[config.mk]
export PLATFORM = sky130hd
export DESIGN_NAME = json_string_escaper_flat
export DESIGN_NICKNAME = d
export VERILOG_FILES = /design/src/rtl/jse_pkg.sv /design/src/rtl/jse_if.sv /design/src/rtl/json_string_escaper.sv /design/src/rtl/jse_front.sv /design/src/rtl/jse_queue.sv /design/src/rtl/jse_back.sv /design/src/flat_wrapper.sv
export SDC_FILE = /design/constraint.sdc
export NUM_CORES = 1
export LEC_CHECK = 0
export BUFFER_PORTS_ARGS = -buffer_cell sky130_fd_sc_hd__buf_2
export CORE_MARGIN = 3
export CORE_UTILIZATION = 50
export DETAILED_ROUTE_END_ITERATION = 6
export GPL_TIMING_DRIVEN = 0
export PLACE_DENSITY = 0.69
export SYNTH_ARGS = -nofsm -noshare
export SYNTH_HDL_FRONTEND = slang
export SYNTH_HIERARCHICAL = 1
export SYNTH_SLANG_ARGS = --single-unit
[constraint.sdc]
create_clock -name clk -period 7.3 [get_ports clk]
set_input_delay 0.365 -clock clk [delete_from_list [all_inputs] [get_ports clk]]
set_output_delay 0.365 -clock clk [all_outputs]
set_load 0.02 [all_outputs]
[src/rtl/jse_pkg.sv]
`default_nettype none
package jse_pkg;

	localparam int DATA_W      = 8;
	localparam int CNT_W       = 24;
	localparam int MODE_W      = 2;
	localparam int RUN_MAX     = 6;
	localparam int RUN_LEN_W   = 3;
	localparam int PEND_DEPTH  = 3;
	localparam int PEND_W      = 2;
	localparam int NEED_W      = 3;
	localparam int QUEUE_DEPTH = 2;
	localparam int QPTR_W      = 1;
	localparam int QCNT_W      = 2;

	localparam logic [CNT_W-1:0] CAP_RESET = 24'd4096;

	localparam logic [MODE_W-1:0] MODE_OPEN  = 2'd0;
	localparam logic [MODE_W-1:0] MODE_DATA  = 2'd1;
	localparam logic [MODE_W-1:0] MODE_CLOSE = 2'd2;
	localparam logic [MODE_W-1:0] MODE_CLEAR = 2'd3;

	localparam logic [DATA_W-1:0] CH_QUOTE = 8'h22;
	localparam logic [DATA_W-1:0] CH_BSL   = 8'h5C;
	localparam logic [DATA_W-1:0] CH_U     = 8'h75;
	localparam logic [DATA_W-1:0] CH_ZERO  = 8'h30;

	typedef struct packed {
		logic [RUN_MAX-1:0][DATA_W-1:0] bytes;
		logic [RUN_LEN_W-1:0]           len;
		logic                           failed;
		logic [CNT_W-1:0]               used;
	} run_t;

	function automatic logic [DATA_W-1:0] hex_digit(input logic [3:0] v);
		logic [DATA_W-1:0] r;
		if (v < 4'd10) begin
			r = 8'h30 + {4'd0, v};
		end else begin
			r = 8'h57 + {4'd0, v};
		end
		return r;
	endfunction

endpackage
`default_nettype wire

[src/rtl/jse_if.sv]
`default_nettype none
interface jse_in_if;
	logic                         valid;
	logic                         ready;
	logic [jse_pkg::MODE_W-1:0]   mode;
	logic [jse_pkg::DATA_W-1:0]   in_byte;
	modport source(output valid, output mode, output in_byte, input ready);
	modport sink(input valid, input mode, input in_byte, output ready);
endinterface

interface jse_out_if;
	logic                         valid;
	logic                         ready;
	logic [jse_pkg::DATA_W-1:0]   out_byte;
	logic                         byte_valid;
	logic                         last_of_run;
	logic                         writer_failed;
	logic [jse_pkg::CNT_W-1:0]    bytes_used;
	modport source(output valid, output out_byte, output byte_valid, output last_of_run,
		output writer_failed, output bytes_used, input ready);
	modport sink(input valid, input out_byte, input byte_valid, input last_of_run,
		input writer_failed, input bytes_used, output ready);
endinterface

interface jse_cfg_if;
	logic                         valid;
	logic                         ready;
	logic [jse_pkg::CNT_W-1:0]    buffer_capacity;
	modport source(output valid, output buffer_capacity, input ready);
	modport sink(input valid, input buffer_capacity, output ready);
endinterface
`default_nettype wire

[src/rtl/json_string_escaper.sv]
// JSON string escaper with UTF-8 checking, writing into a bounded buffer.
// in_ch carries one command item: mode (open quote, data byte, close quote,
// clear) and in_byte. out_ch carries the output bytes of each item, one per
// item on the channel, with last_of_run on the final one; an item that
// appends nothing gives a single item with byte_valid low. writer_failed and
// bytes_used show the writer status after the command.
// cfg_ch writes buffer_capacity; write it only while the block is idle.
// Each command is written into the queue before its first output item is
// offered. Throughput: one command per cycle while each yields one item and
// the receiver keeps ready high; an escape of up to six bytes is sent by the
// serializer, which walks the run one byte per cycle while out_ch.ready is high.
// A two-entry queue lies between the command decoder and the serializer, so
// commands keep flowing while a run drains; in_ch.ready drops when that
// queue is full, which happens when the receiver stalls or when commands
// arrive faster than multi-byte runs drain.
// Reset: capacity 4096, nothing used, no failure, no pending sequence, queue
// empty. No clearing pass is needed.
`default_nettype none
module json_string_escaper (
	input  wire logic clk,
	input  wire logic arst_n,
	jse_in_if.sink    in_ch,
	jse_cfg_if.sink   cfg_ch,
	jse_out_if.source out_ch
);
	import jse_pkg::*;

	logic push;
	logic pop;
	logic full;
	logic empty;
	run_t push_data;
	run_t head;

	jse_front u_front (
		.clk       (clk),
		.arst_n    (arst_n),
		.in_ch     (in_ch),
		.cfg_ch    (cfg_ch),
		.full      (full),
		.push      (push),
		.push_data (push_data)
	);

	jse_queue u_queue (
		.clk       (clk),
		.arst_n    (arst_n),
		.push      (push),
		.push_data (push_data),
		.full      (full),
		.pop       (pop),
		.pop_data  (head),
		.empty     (empty)
	);

	jse_back u_back (
		.clk    (clk),
		.arst_n (arst_n),
		.empty  (empty),
		.head   (head),
		.pop    (pop),
		.out_ch (out_ch)
	);

endmodule
`default_nettype wire

[src/rtl/jse_front.sv]
`default_nettype none
module jse_front (
	input  wire logic      clk,
	input  wire logic      arst_n,
	jse_in_if.sink         in_ch,
	jse_cfg_if.sink        cfg_ch,
	input  wire logic      full,
	output logic           push,
	output jse_pkg::run_t  push_data
);
	import jse_pkg::*;

	logic [CNT_W-1:0]  cap_q;
	logic [CNT_W-1:0]  used_q;
	logic              failed_q;
	logic [DATA_W-1:0] pb_q [PEND_DEPTH];
	logic [PEND_W-1:0] have_q;
	logic [NEED_W-1:0] need_q;

	logic [CNT_W-1:0]  used_d;
	logic              failed_d;
	logic [PEND_W-1:0] have_d;
	logic [NEED_W-1:0] need_d;
	logic              store_en;

	logic                           want;
	logic [RUN_LEN_W-1:0]           want_n;
	logic [RUN_MAX-1:0][DATA_W-1:0] want_bytes;
	logic                           fail_pre;
	logic [DATA_W-1:0]              b;
	logic [DATA_W-1:0]              lo;
	logic [DATA_W-1:0]              hi;
	logic [CNT_W:0]                 rem;
	logic                           fits;
	logic                           put_ok;

	assign b            = in_ch.in_byte;
	assign in_ch.ready  = !full;
	assign push         = in_ch.valid && !full;
	assign cfg_ch.ready = 1'b1;

	always_comb begin
		want       = 1'b0;
		want_n     = '0;
		want_bytes = '0;
		fail_pre   = failed_q;
		have_d     = have_q;
		need_d     = need_q;
		store_en   = 1'b0;
		lo         = 8'h80;
		hi         = 8'hBF;
		case (in_ch.mode)
			MODE_OPEN, MODE_CLOSE: begin
				if (need_q != '0) begin
					fail_pre = 1'b1;
					have_d   = '0;
					need_d   = '0;
				end
				want          = 1'b1;
				want_n        = 3'd1;
				want_bytes[0] = CH_QUOTE;
			end
			MODE_DATA: begin
				if (failed_q) begin
					have_d = '0;
					need_d = '0;
				end else if (need_q == '0) begin
					if (b < 8'h80) begin
						want          = 1'b1;
						want_bytes[0] = CH_BSL;
						if (b == CH_QUOTE || b == CH_BSL) begin
							want_n        = 3'd2;
							want_bytes[1] = b;
						end else if (b == 8'h08) begin
							want_n        = 3'd2;
							want_bytes[1] = 8'h62;
						end else if (b == 8'h0C) begin
							want_n        = 3'd2;
							want_bytes[1] = 8'h66;
						end else if (b == 8'h0A) begin
							want_n        = 3'd2;
							want_bytes[1] = 8'h6E;
						end else if (b == 8'h0D) begin
							want_n        = 3'd2;
							want_bytes[1] = 8'h72;
						end else if (b == 8'h09) begin
							want_n        = 3'd2;
							want_bytes[1] = 8'h74;
						end else if (b < 8'h20) begin
							want_n        = 3'd6;
							want_bytes[1] = CH_U;
							want_bytes[2] = CH_ZERO;
							want_bytes[3] = CH_ZERO;
							want_bytes[4] = hex_digit(b[7:4]);
							want_bytes[5] = hex_digit(b[3:0]);
						end else begin
							want_n        = 3'd1;
							want_bytes[0] = b;
						end
					end else if (b >= 8'hC2 && b <= 8'hDF) begin
						need_d   = 3'd2;
						have_d   = 2'd1;
						store_en = 1'b1;
					end else if (b >= 8'hE0 && b <= 8'hEF) begin
						need_d   = 3'd3;
						have_d   = 2'd1;
						store_en = 1'b1;
					end else if (b >= 8'hF0 && b <= 8'hF4) begin
						need_d   = 3'd4;
						have_d   = 2'd1;
						store_en = 1'b1;
					end else begin
						fail_pre = 1'b1;
					end
				end else begin
					if (have_q == 2'd1) begin
						if (pb_q[0] == 8'hE0) begin
							lo = 8'hA0;
						end else if (pb_q[0] == 8'hED) begin
							hi = 8'h9F;
						end else if (pb_q[0] == 8'hF0) begin
							lo = 8'h90;
						end else if (pb_q[0] == 8'hF4) begin
							hi = 8'h8F;
						end
					end
					if (b < lo || b > hi || have_q == '0) begin
						fail_pre = 1'b1;
						have_d   = '0;
						need_d   = '0;
					end else if ({1'b0, have_q} + 3'd1 < need_q) begin
						store_en = 1'b1;
						have_d   = have_q + 2'd1;
					end else begin
						want   = 1'b1;
						want_n = {1'b0, have_q} + 3'd1;
						for (int i = 0; i < PEND_DEPTH; i++) begin
							if (i < int'(have_q)) begin
								want_bytes[i] = pb_q[i];
							end
						end
						want_bytes[{1'b0, have_q}] = b;
						have_d = '0;
						need_d = '0;
					end
				end
			end
			default: begin
				have_d = '0;
				need_d = '0;
			end
		endcase
	end

	assign rem    = {1'b0, cap_q} - {1'b0, used_q};
	assign fits   = (cap_q != '0) && (used_q < cap_q) && ({22'd0, want_n} < rem);
	assign put_ok = want && !fail_pre && fits;

	always_comb begin
		if (in_ch.mode == MODE_CLEAR) begin
			used_d   = '0;
			failed_d = (cap_q == '0);
		end else begin
			used_d   = put_ok ? used_q + {21'd0, want_n} : used_q;
			failed_d = fail_pre || (want && !fits);
		end
	end

	always_comb begin
		push_data.bytes  = want_bytes;
		push_data.len    = put_ok ? want_n : '0;
		push_data.failed = failed_d;
		push_data.used   = used_d;
	end

	always_ff @(posedge clk or negedge arst_n) begin
		if (!arst_n) begin
			cap_q    <= CAP_RESET;
			used_q   <= '0;
			failed_q <= (CAP_RESET == '0);
			have_q   <= '0;
			need_q   <= '0;
		end else begin
			if (cfg_ch.valid) begin
				cap_q <= cfg_ch.buffer_capacity;
			end
			if (push) begin
				used_q   <= used_d;
				failed_q <= failed_d;
				have_q   <= have_d;
				need_q   <= need_d;
			end
		end
	end

	always_ff @(posedge clk) begin
		if (push && store_en) begin
			pb_q[have_q] <= b;
		end
	end

	a_have_below_need: assert property (@(posedge clk) disable iff (!arst_n)
		(need_q != '0) |-> ({1'b0, have_q} < need_q && have_q != '0))
		else $error("pending count out of range");
	a_used_fits: assert property (@(posedge clk) disable iff (!arst_n)
		(push && push_data.len != '0) |-> (used_d < cap_q))
		else $error("append past capacity");
	a_fail_sticky: assert property (@(posedge clk) disable iff (!arst_n)
		(push && failed_q && in_ch.mode != MODE_CLEAR) |-> (push_data.len == '0 && failed_d))
		else $error("failed writer appended");

endmodule
`default_nettype wire

[src/rtl/jse_queue.sv]
`default_nettype none
module jse_queue (
	input  wire logic          clk,
	input  wire logic          arst_n,
	input  wire logic          push,
	input  jse_pkg::run_t      push_data,
	output logic               full,
	input  wire logic          pop,
	output jse_pkg::run_t      pop_data,
	output logic               empty
);
	import jse_pkg::*;

	run_t              mem_q [QUEUE_DEPTH];
	logic [QPTR_W-1:0] wr_q;
	logic [QPTR_W-1:0] rd_q;
	logic [QCNT_W-1:0] cnt_q;

	assign full     = (cnt_q == QCNT_W'(QUEUE_DEPTH));
	assign empty    = (cnt_q == '0);
	assign pop_data = mem_q[rd_q];

	always_ff @(posedge clk or negedge arst_n) begin
		if (!arst_n) begin
			wr_q  <= '0;
			rd_q  <= '0;
			cnt_q <= '0;
		end else begin
			if (push) begin
				wr_q <= wr_q + 1'b1;
			end
			if (pop) begin
				rd_q <= rd_q + 1'b1;
			end
			if (push && !pop) begin
				cnt_q <= cnt_q + 1'b1;
			end else if (pop && !push) begin
				cnt_q <= cnt_q - 1'b1;
			end
		end
	end

	always_ff @(posedge clk) begin
		if (push) begin
			mem_q[wr_q] <= push_data;
		end
	end

	a_no_overflow: assert property (@(posedge clk) disable iff (!arst_n) push |-> !full)
		else $error("queue overflow");
	a_no_underflow: assert property (@(posedge clk) disable iff (!arst_n) pop |-> !empty)
		else $error("queue underflow");

endmodule
`default_nettype wire

[src/rtl/jse_back.sv]
`default_nettype none
module jse_back (
	input  wire logic      clk,
	input  wire logic      arst_n,
	input  wire logic      empty,
	input  jse_pkg::run_t  head,
	output logic           pop,
	jse_out_if.source      out_ch
);
	import jse_pkg::*;

	logic [RUN_LEN_W-1:0] k_q;
	logic                 last;
	logic                 take;

	assign last = (head.len == '0) || (k_q == head.len - 3'd1);
	assign take = out_ch.valid && out_ch.ready;
	assign pop  = take && last;

	assign out_ch.valid         = !empty;
	assign out_ch.out_byte      = (head.len == '0) ? '0 : head.bytes[k_q];
	assign out_ch.byte_valid    = (head.len != '0);
	assign out_ch.last_of_run   = last;
	assign out_ch.writer_failed = head.failed;
	assign out_ch.bytes_used    = head.used;

	always_ff @(posedge clk or negedge arst_n) begin
		if (!arst_n) begin
			k_q <= '0;
		end else if (take) begin
			k_q <= last ? '0 : k_q + 3'd1;
		end
	end

	a_index_in_run: assert property (@(posedge clk) disable iff (!arst_n)
		!empty |-> (k_q == '0 || k_q < head.len))
		else $error("byte index past run");
	a_restart: assert property (@(posedge clk) disable iff (!arst_n) pop |=> (k_q == '0))
		else $error("index not restarted");

endmodule
`default_nettype wire
[src/flat_wrapper.sv]
// flat-port wrapper written by rule: the top's interface ports become plain ports
module json_string_escaper_flat import jse_pkg::*;
  (clk, arst_n, in_ch_valid, in_ch_mode, in_ch_in_byte, in_ch_ready, cfg_ch_valid, cfg_ch_buffer_capacity, cfg_ch_ready, out_ch_valid, out_ch_out_byte, out_ch_byte_valid, out_ch_last_of_run, out_ch_writer_failed, out_ch_bytes_used, out_ch_ready);
  jse_in_if in_ch_i ();
  jse_cfg_if cfg_ch_i ();
  jse_out_if out_ch_i ();
  input  wire logic clk;
  input  wire logic arst_n;
  input wire logic [$bits(in_ch_i.valid)-1:0] in_ch_valid;
  input wire logic [$bits(in_ch_i.mode)-1:0] in_ch_mode;
  input wire logic [$bits(in_ch_i.in_byte)-1:0] in_ch_in_byte;
  output wire logic [$bits(in_ch_i.ready)-1:0] in_ch_ready;
  input wire logic [$bits(cfg_ch_i.valid)-1:0] cfg_ch_valid;
  input wire logic [$bits(cfg_ch_i.buffer_capacity)-1:0] cfg_ch_buffer_capacity;
  output wire logic [$bits(cfg_ch_i.ready)-1:0] cfg_ch_ready;
  output wire logic [$bits(out_ch_i.valid)-1:0] out_ch_valid;
  output wire logic [$bits(out_ch_i.out_byte)-1:0] out_ch_out_byte;
  output wire logic [$bits(out_ch_i.byte_valid)-1:0] out_ch_byte_valid;
  output wire logic [$bits(out_ch_i.last_of_run)-1:0] out_ch_last_of_run;
  output wire logic [$bits(out_ch_i.writer_failed)-1:0] out_ch_writer_failed;
  output wire logic [$bits(out_ch_i.bytes_used)-1:0] out_ch_bytes_used;
  input wire logic [$bits(out_ch_i.ready)-1:0] out_ch_ready;
  assign in_ch_i.valid = in_ch_valid;
  assign in_ch_i.mode = in_ch_mode;
  assign in_ch_i.in_byte = in_ch_in_byte;
  assign in_ch_ready = in_ch_i.ready;
  assign cfg_ch_i.valid = cfg_ch_valid;
  assign cfg_ch_i.buffer_capacity = cfg_ch_buffer_capacity;
  assign cfg_ch_ready = cfg_ch_i.ready;
  assign out_ch_valid = out_ch_i.valid;
  assign out_ch_out_byte = out_ch_i.out_byte;
  assign out_ch_byte_valid = out_ch_i.byte_valid;
  assign out_ch_last_of_run = out_ch_i.last_of_run;
  assign out_ch_writer_failed = out_ch_i.writer_failed;
  assign out_ch_bytes_used = out_ch_i.bytes_used;
  assign out_ch_i.ready = out_ch_ready;
  json_string_escaper u_core (.clk(clk), .arst_n(arst_n), .in_ch(in_ch_i), .cfg_ch(cfg_ch_i), .out_ch(out_ch_i));
endmodule
After elaboration in Yosys (flattened, before gate mapping)
Memory sizes are Yosys's and may differ from the RTL's.
Index checks and enable logic that the tools add are counted.
Cells by class
  add/subtract/negate cells: 14
  magnitude comparators: 21
  eq/ne operators: 21
  multiplexer cells: 136
  reduce and logical (&&, ||, !) cells: 39
Operator list (number)
  2-to-1 mux 8 bit: 42
  2-to-1 mux 48 bit: 5
  2-to-1 mux 32 bit: 6
  2-to-1 mux 40 bit: 2
  2-to-1 mux 3 bit: 23
  bitwise mux 48 bit: 1
  2-to-1 mux 24 bit: 2
  2-to-1 mux 6 bit: 7
  == test 8 x 4 -> 1 bit (second input constant): 5
  == test 8 bit (second input constant): 4
  2-to-1 mux 1 bit: 27
  < comparator 3 x 25 -> 1 bit: 1
  subtractor 24 x 24 -> 25 bit: 1
  adder 24 x 3 -> 24 bit: 1
  binary-select mux 8 bit (select 3 bit): 1
  greater-or-equal comparator 8 bit (second input constant): 3
  <= comparator 8 bit (second input constant): 3
  zero test 24 bit: 1
  < comparator 24 bit: 1
  nonzero test 24 bit: 1
  2-to-1 mux 2 bit: 11
  adder 7 x 4 -> 8 bit (first input constant): 2
  demux 8 bit (select 2 bit): 1
  case mux 8 bit (2 select lines): 1
  other kinds (41): 79
Storage, ports and cells
  register bits after elaboration: 61
  memory bits (writable): 176
  input port bits: 39
  output and inout port bits: 38
  word-level logic and storage cells: 242
  memories: 2
Memories
  u_core.u_queue.mem_q: words 2, width 76, read ports 1, clocked after memory_dff 0, write ports 1, RTL line jse_queue.sv:14  | run_t mem_q [QUEUE_DEPTH];
  u_core.u_front.pb_q: words 3, width 8, read ports 3, clocked after memory_dff 0, write ports 1, RTL line jse_front.sv:16  | logic [DATA_W-1:0] pb_q [PEND_DEPTH];

Depth between registers and ports, before layout
An unclocked memory read counts as a cell.
  word-level depth: 23
  gate-level depth with buffers: 27
  mapped depth without buffers: 24

Modules after synthesis
Netlist, hierarchy kept.
By module, submodules not included
  jse_front: instances 1, cells an instance 866, area each 7131.8 um^2, sequential area each 2073.2 um^2
  jse_queue: instances 1, cells an instance 253, area each 5806.8 um^2, sequential area each 4664.5 um^2
  jse_back: instances 1, cells an instance 95, area each 880.8 um^2, sequential area each 75.1 um^2

Worst setup path after synthesis
OpenSTA, ideal clock, no wires.
  path type: reg-to-reg
  start: register u_core.u_queue.cnt_q[1]
  end: memory u_core/u_queue/mem_q[0][0] (netlist name), enable pin
  setup time: 520 ps
  arrival: 4716 ps
  data required time: 6780 ps
  slack: 2064 ps
  cell stages (with the launch flop): 7
  path buffers: 1
  clock period less this slack: 5236 ps
  cell sequence: dfrtp_1 nor2b_1 inv_1 nand2_1 inv_1 clkbuf_1 nor2b_1
Between the ends
  cells in the longest elaborated chain, start to end: 5
RTL lines
  start: declaration: RTL line jse_queue.sv:17  | logic [QCNT_W-1:0] cnt_q;
  start signal: assignment: RTL line jse_queue.sv:36  | cnt_q <= cnt_q + 1'b1;
  start signal: assignment: RTL line jse_queue.sv:38  | cnt_q <= cnt_q - 1'b1;
  == test 2 bit: RTL line jse_queue.sv:19  | assign full = (cnt_q == QCNT_W'(QUEUE_DEPTH));
  net u_core.full: RTL line json_string_escaper.sv:30  | logic full;
  zero test 1 bit
  net in_ch_ready: RTL line flat_wrapper.sv:12  | output wire logic [$bits(in_ch_i.ready)-1:0] in_ch_ready;
  logical AND 1 bit: RTL line jse_front.sv:39  | assign push = in_ch.valid && !full;
  net u_core.push: RTL line json_string_escaper.sv:28  | logic push;
  2-to-1 mux 1 bit: RTL line jse_queue.sv:44  | if (push) begin
  2-to-1 mux 1 bit (not written as such): RTL line jse_queue.sv:45  | mem_q[wr_q] <= push_data;
  end: declaration: RTL line jse_queue.sv:14
The timed path passes the listed nets, and every way through them passes these cells.

==> flow_metrics.py <==
metrics = {
    "run_status": {
        "status": "finished clean",
    },
    "synthesis": {
        "synth_cell_types": 94,
        "synth-edff-count": 176,
        "postSynthAreaPerCell_um2": 11.4,
        "netlist_area_mm2": 0.0138,
        "yosysWarnings": 6,
        "syn_inst": 1214,
        "synth_seq_cells": 237,
        "ys.flop_type": "edfxtp_1",
        "yosysSeqAreaShare": 0.493,
        "synthArstFlopShare": 0.257,
    },
    "clock_network": {
        "cts_tree": "done",
        "cts_setup_buffers": 0,
        "cts_max_path_buffers": 3,
        "cts_htree_levels": 1,
        "root_buffer": "clkbuf_16",
        "clkTransAtPathRegs_ns": 0.06,
        "insertion_delay_ns": 0.54,
        "cts_buffers": 26,
        "postCtsHoldBufs": 1,
        "cts_sinks": 237,
        "cts_resized": 0,
    },
    "global_routing": {
        "grtUsageTotal": 0.221,
        "grt_pass1_wl_mm": 51.8,
        "grt.overflow.total": 0,
        "grt_max_degree": 62,
        "antenna_found_initial": 0,
        "first_global_vias": 9328,
    },
    "sta": {
        "setup_tns_ns": 0,
        "finalSetupViolCount": 0,
        "finClkSkew_ns": 0.0182,
        "slew_headroom": 0.381,
        "tightest_slew_ns": 0.917,
        "final.setup.worst_slack_ns": 1.58,
        "slew_violations": 0,
        "clock.fmax_ghz": 0.175,
        "post-route-min-period_ns": 5.72,
        "finalCritPeriodShare": 0.784,
        "rsz0062_at_grt": "false",
        "finalHoldViolCount": 0,
    },
    "placed_design": {
        "routabilityCongestion": 0.932,
        "dp_slack_ns": 1.57,
        "io_buffers": 74,
        "detailed_place_hpwl_mm": 24.1,
        "placed_cells": 1638,
    },
    "die": {
        "die-area_mm2": 0.0297,
        "die_w_um": 172,
        "ios": 77,
        "core_area_mm2": 0.0270,
        "rows": 60,
        "dieHeight_um": 172,
        "start_util": 0.511,
    },
    "detailed_routing": {
        "wl_per_cell_um": 19.8,
        "drtPass1Iterations": 5,
        "vias_per_cell": 5.93,
        "ant_nets": 0,
        "drcViolationCount": 0,
        "dr_total_vias": 10002,
        "drt_wl_total_mm": 33.4,
        "drtIter0Drc": 1208,
    },
    "finish": {
        "stdcell_count": 1687,
        "synthToLayoutAreaGrowth_pct": 12.7,
        "insertedDiodeCount": 0,
        "nets": 1420,
        "layout-drive-gt1-share": 0.244,
    },
    "flow_run": {
        "drv_cap": 0,
    },
    "critical_path": {
        "required_ns": 7.50,
        "critPathArrivalTime_ns": 5.92,
        "worstRegToRegCells": 24,
        "worstSetupStartpointType": "flop",
        "end_kind": "flop",
        "startpoint": "u_core/u_front/have_q[0]$_DFFE_PN0P_",
        "critical_path_class": "reg -> reg",
        "rr_endpoint": "u_core/u_queue/mem_q[1][5]$_DFFE_PP_",
        "crit_path_end": "u_core/u_queue/mem_q[1][5]$_DFFE_PP_",
        "reg2reg_from": "u_core/u_front/have_q[0]$_DFFE_PN0P_",
        "rrSetupSlack_ns": 1.58,
        "worstPathMaxFanout": 9,
    },
    "min_path": {
        "hold_path_class": "in -> reg",
    },
    "power_and_ir_drop": {
        "p_leak_nw": 6.20,
        "ir_drop_uv": 183,
        "power.density_mw_per_mm2": 331,
    },
}
[power breakdown]
group	internal, mW	switching, mW	total, mW	leakage [nW]
logic	0.889	1.14	2.02	3.43
registers	1.75	0.107	1.86	2.36
clock network	0.738	0.542	1.28	0.411
[worst min-delay path by stage]
stage	slack (ns)	to	from	cells past startpoint
finish	0.05	u_core/u_front/pb_q[2][7]$_DFFE_PP_	in_ch_in_byte[7]	1
detailed placement	0.48	u_core/u_queue/cnt_q[1]$_DFFE_PN0P_	u_core/u_queue/cnt_q[1]$_DFFE_PN0P_	1
floorplan	0.07	u_core/u_back/k_q[0]$_DFFE_PN0N_	arst_n	0
global route	0.05	u_core/u_front/cap_q[2]$_DFFE_PN0P_	cfg_ch_buffer_capacity[2]	2
CTS	0.04	u_core/u_front/cap_q[0]$_DFFE_PN0P_	cfg_ch_buffer_capacity[0]	3
global placement	0.47	u_core/u_queue/wr_q$_DFFE_PN0P_	u_core/u_queue/wr_q$_DFFE_PN0P_	1
[cell type report]
class	instances	area (µm²)
clock buffers	28	668
inverters	66	248
flip-flops and latches	237	6810
repair buffers	78	450
plain buffers	88	582
well taps	341	427
multi-input cells	829	6210
clock inverters	20	176
fillers	2281	11500
[layer usage]
layer,global-route usage,vias up,share of wire
met2,0.333,375,0.44
met1,0.347,4856,0.48
met3,0.0272,38,0.067
met5,0,-,0
met4,0.0434,0,0.014
li1,-,4733,-
[metrics by stage]
step                      cell area, µm²  power, mW  utilization  hold slack [ns]
after floorplan                    13800       3.37            -           0.0694
after global placement             14600       3.87        0.542            0.469
after detailed placement           14700       3.90        0.545            0.477
after CTS                          15600       5.20        0.576           0.0355
after global routing               15600       5.44        0.576           0.0512
final                              15600       5.16        0.576           0.0515
[worst max-delay path, cell delays in order, from the launching register on]
cell and delay, ns:
dfrtp_1 0.47, ha_1 0.25, and2_1 0.18, and4_1 0.23, nand2b_1 0.08, ha_1 0.17, nor4b_1 0.07, a2111oi_1 0.73
and2_1 0.21, clkbuf_1 0.28, nand2_1 0.09, nand2_1 0.09, nand2_1 0.15, inv_1 0.17, ha_1 0.15, o21a_1 0.10
o21ai_0 0.08, a211oi_1 0.26, o211a_1 0.18, nand4_1 0.15, nor4_4 0.49, or3_1 0.16, buf_2 0.22, o211ai_1 0.16
o41ai_1 0.23
[state kept, by name (all words and copies together), names as in the netlist]
register	flops
u_core/u_queue/mem_q	152
u_core/u_front/cap_q	24
u_core/u_front/pb_q	24
u_core/u_front/used_q	24
u_core/u_back/k_q	3
u_core/u_front/need_q	3
u_core/u_front/have_q	2
u_core/u_queue/cnt_q	2
u_core/u_front/failed_q	1
u_core/u_queue/rd_q	1
u_core/u_queue/wr_q	1
[cell usage in the layout, fill, tap and decap left out, types with 10 or more instances in the layout]
cell type  count
a22oi_1       29
nor2_1        86
a211oi_1      12
dfrtp_1       60
nand3_1       25
clkbuf_16     26
mux2i_1       23
clkbuf_1      33
nand2_1      110
nor3_1        22
inv_1         66
o21ai_0       38
buf_4         36
mux2_4        32
mux2_2        77
xor2_1        10
buf_2         82
a21oi_1       50
o22ai_1       12
ha_1          53
edfxtp_1     176
o211ai_1      15
nand4_1       23
and2_1        12
nor4_1        10
nand2b_1      13
[Yosys cell counts, types with 6 or more instances]
master | instances | share of area
edfxtp_1 | 176 | 0.38
nand2_1 | 110 | 0.030
nor2_1 | 86 | 0.023
mux2_2 | 77 | 0.063
inv_1 | 66 | 0.018
dfrtp_1 | 60 | 0.11
ha_1 | 53 | 0.048
a21oi_1 | 50 | 0.018
o21ai_0 | 38 | 0.014
buf_4 | 35 | 0.019
clkbuf_1 | 32 | 0.0087
mux2_4 | 32 | 0.035
a22oi_1 | 29 | 0.016
nand3_1 | 25 | 0.0091
mux2i_1 | 23 | 0.017
nand4_1 | 23 | 0.010
nor3_1 | 22 | 0.0080
o211ai_1 | 15 | 0.0081
and2_1 | 13 | 0.0059
nand2b_1 | 13 | 0.0059
a211oi_1 | 12 | 0.0065
o22ai_1 | 12 | 0.0054
nor4_1 | 10 | 0.0045
xor2_1 | 10 | 0.0063
and3_1 | 9 | 0.0041
buf_2 | 9 | 0.0033
nor2b_1 | 8 | 0.0036
a211o_1 | 7 | 0.0044
or3_1 | 7 | 0.0032
xnor2_1 | 7 | 0.0044
a21o_1 | 6 | 0.0033
buf_6 | 6 | 0.0049
o21a_1 | 6 | 0.0033
[logic make-up after synthesis]
logic type | after synthesis | share of synthesized area
other cells | 2 | 0.000543
mux | 140 | 0.129
fa+ha+maj | 55 | 0.0509
flops | 237 | 0.493
compound gates | 246 | 0.124
xor+xnor | 19 | 0.0131
simple gates | 361 | 0.130
buf+inv | 154 | 0.0600
(Power assumes the default switching activity.)
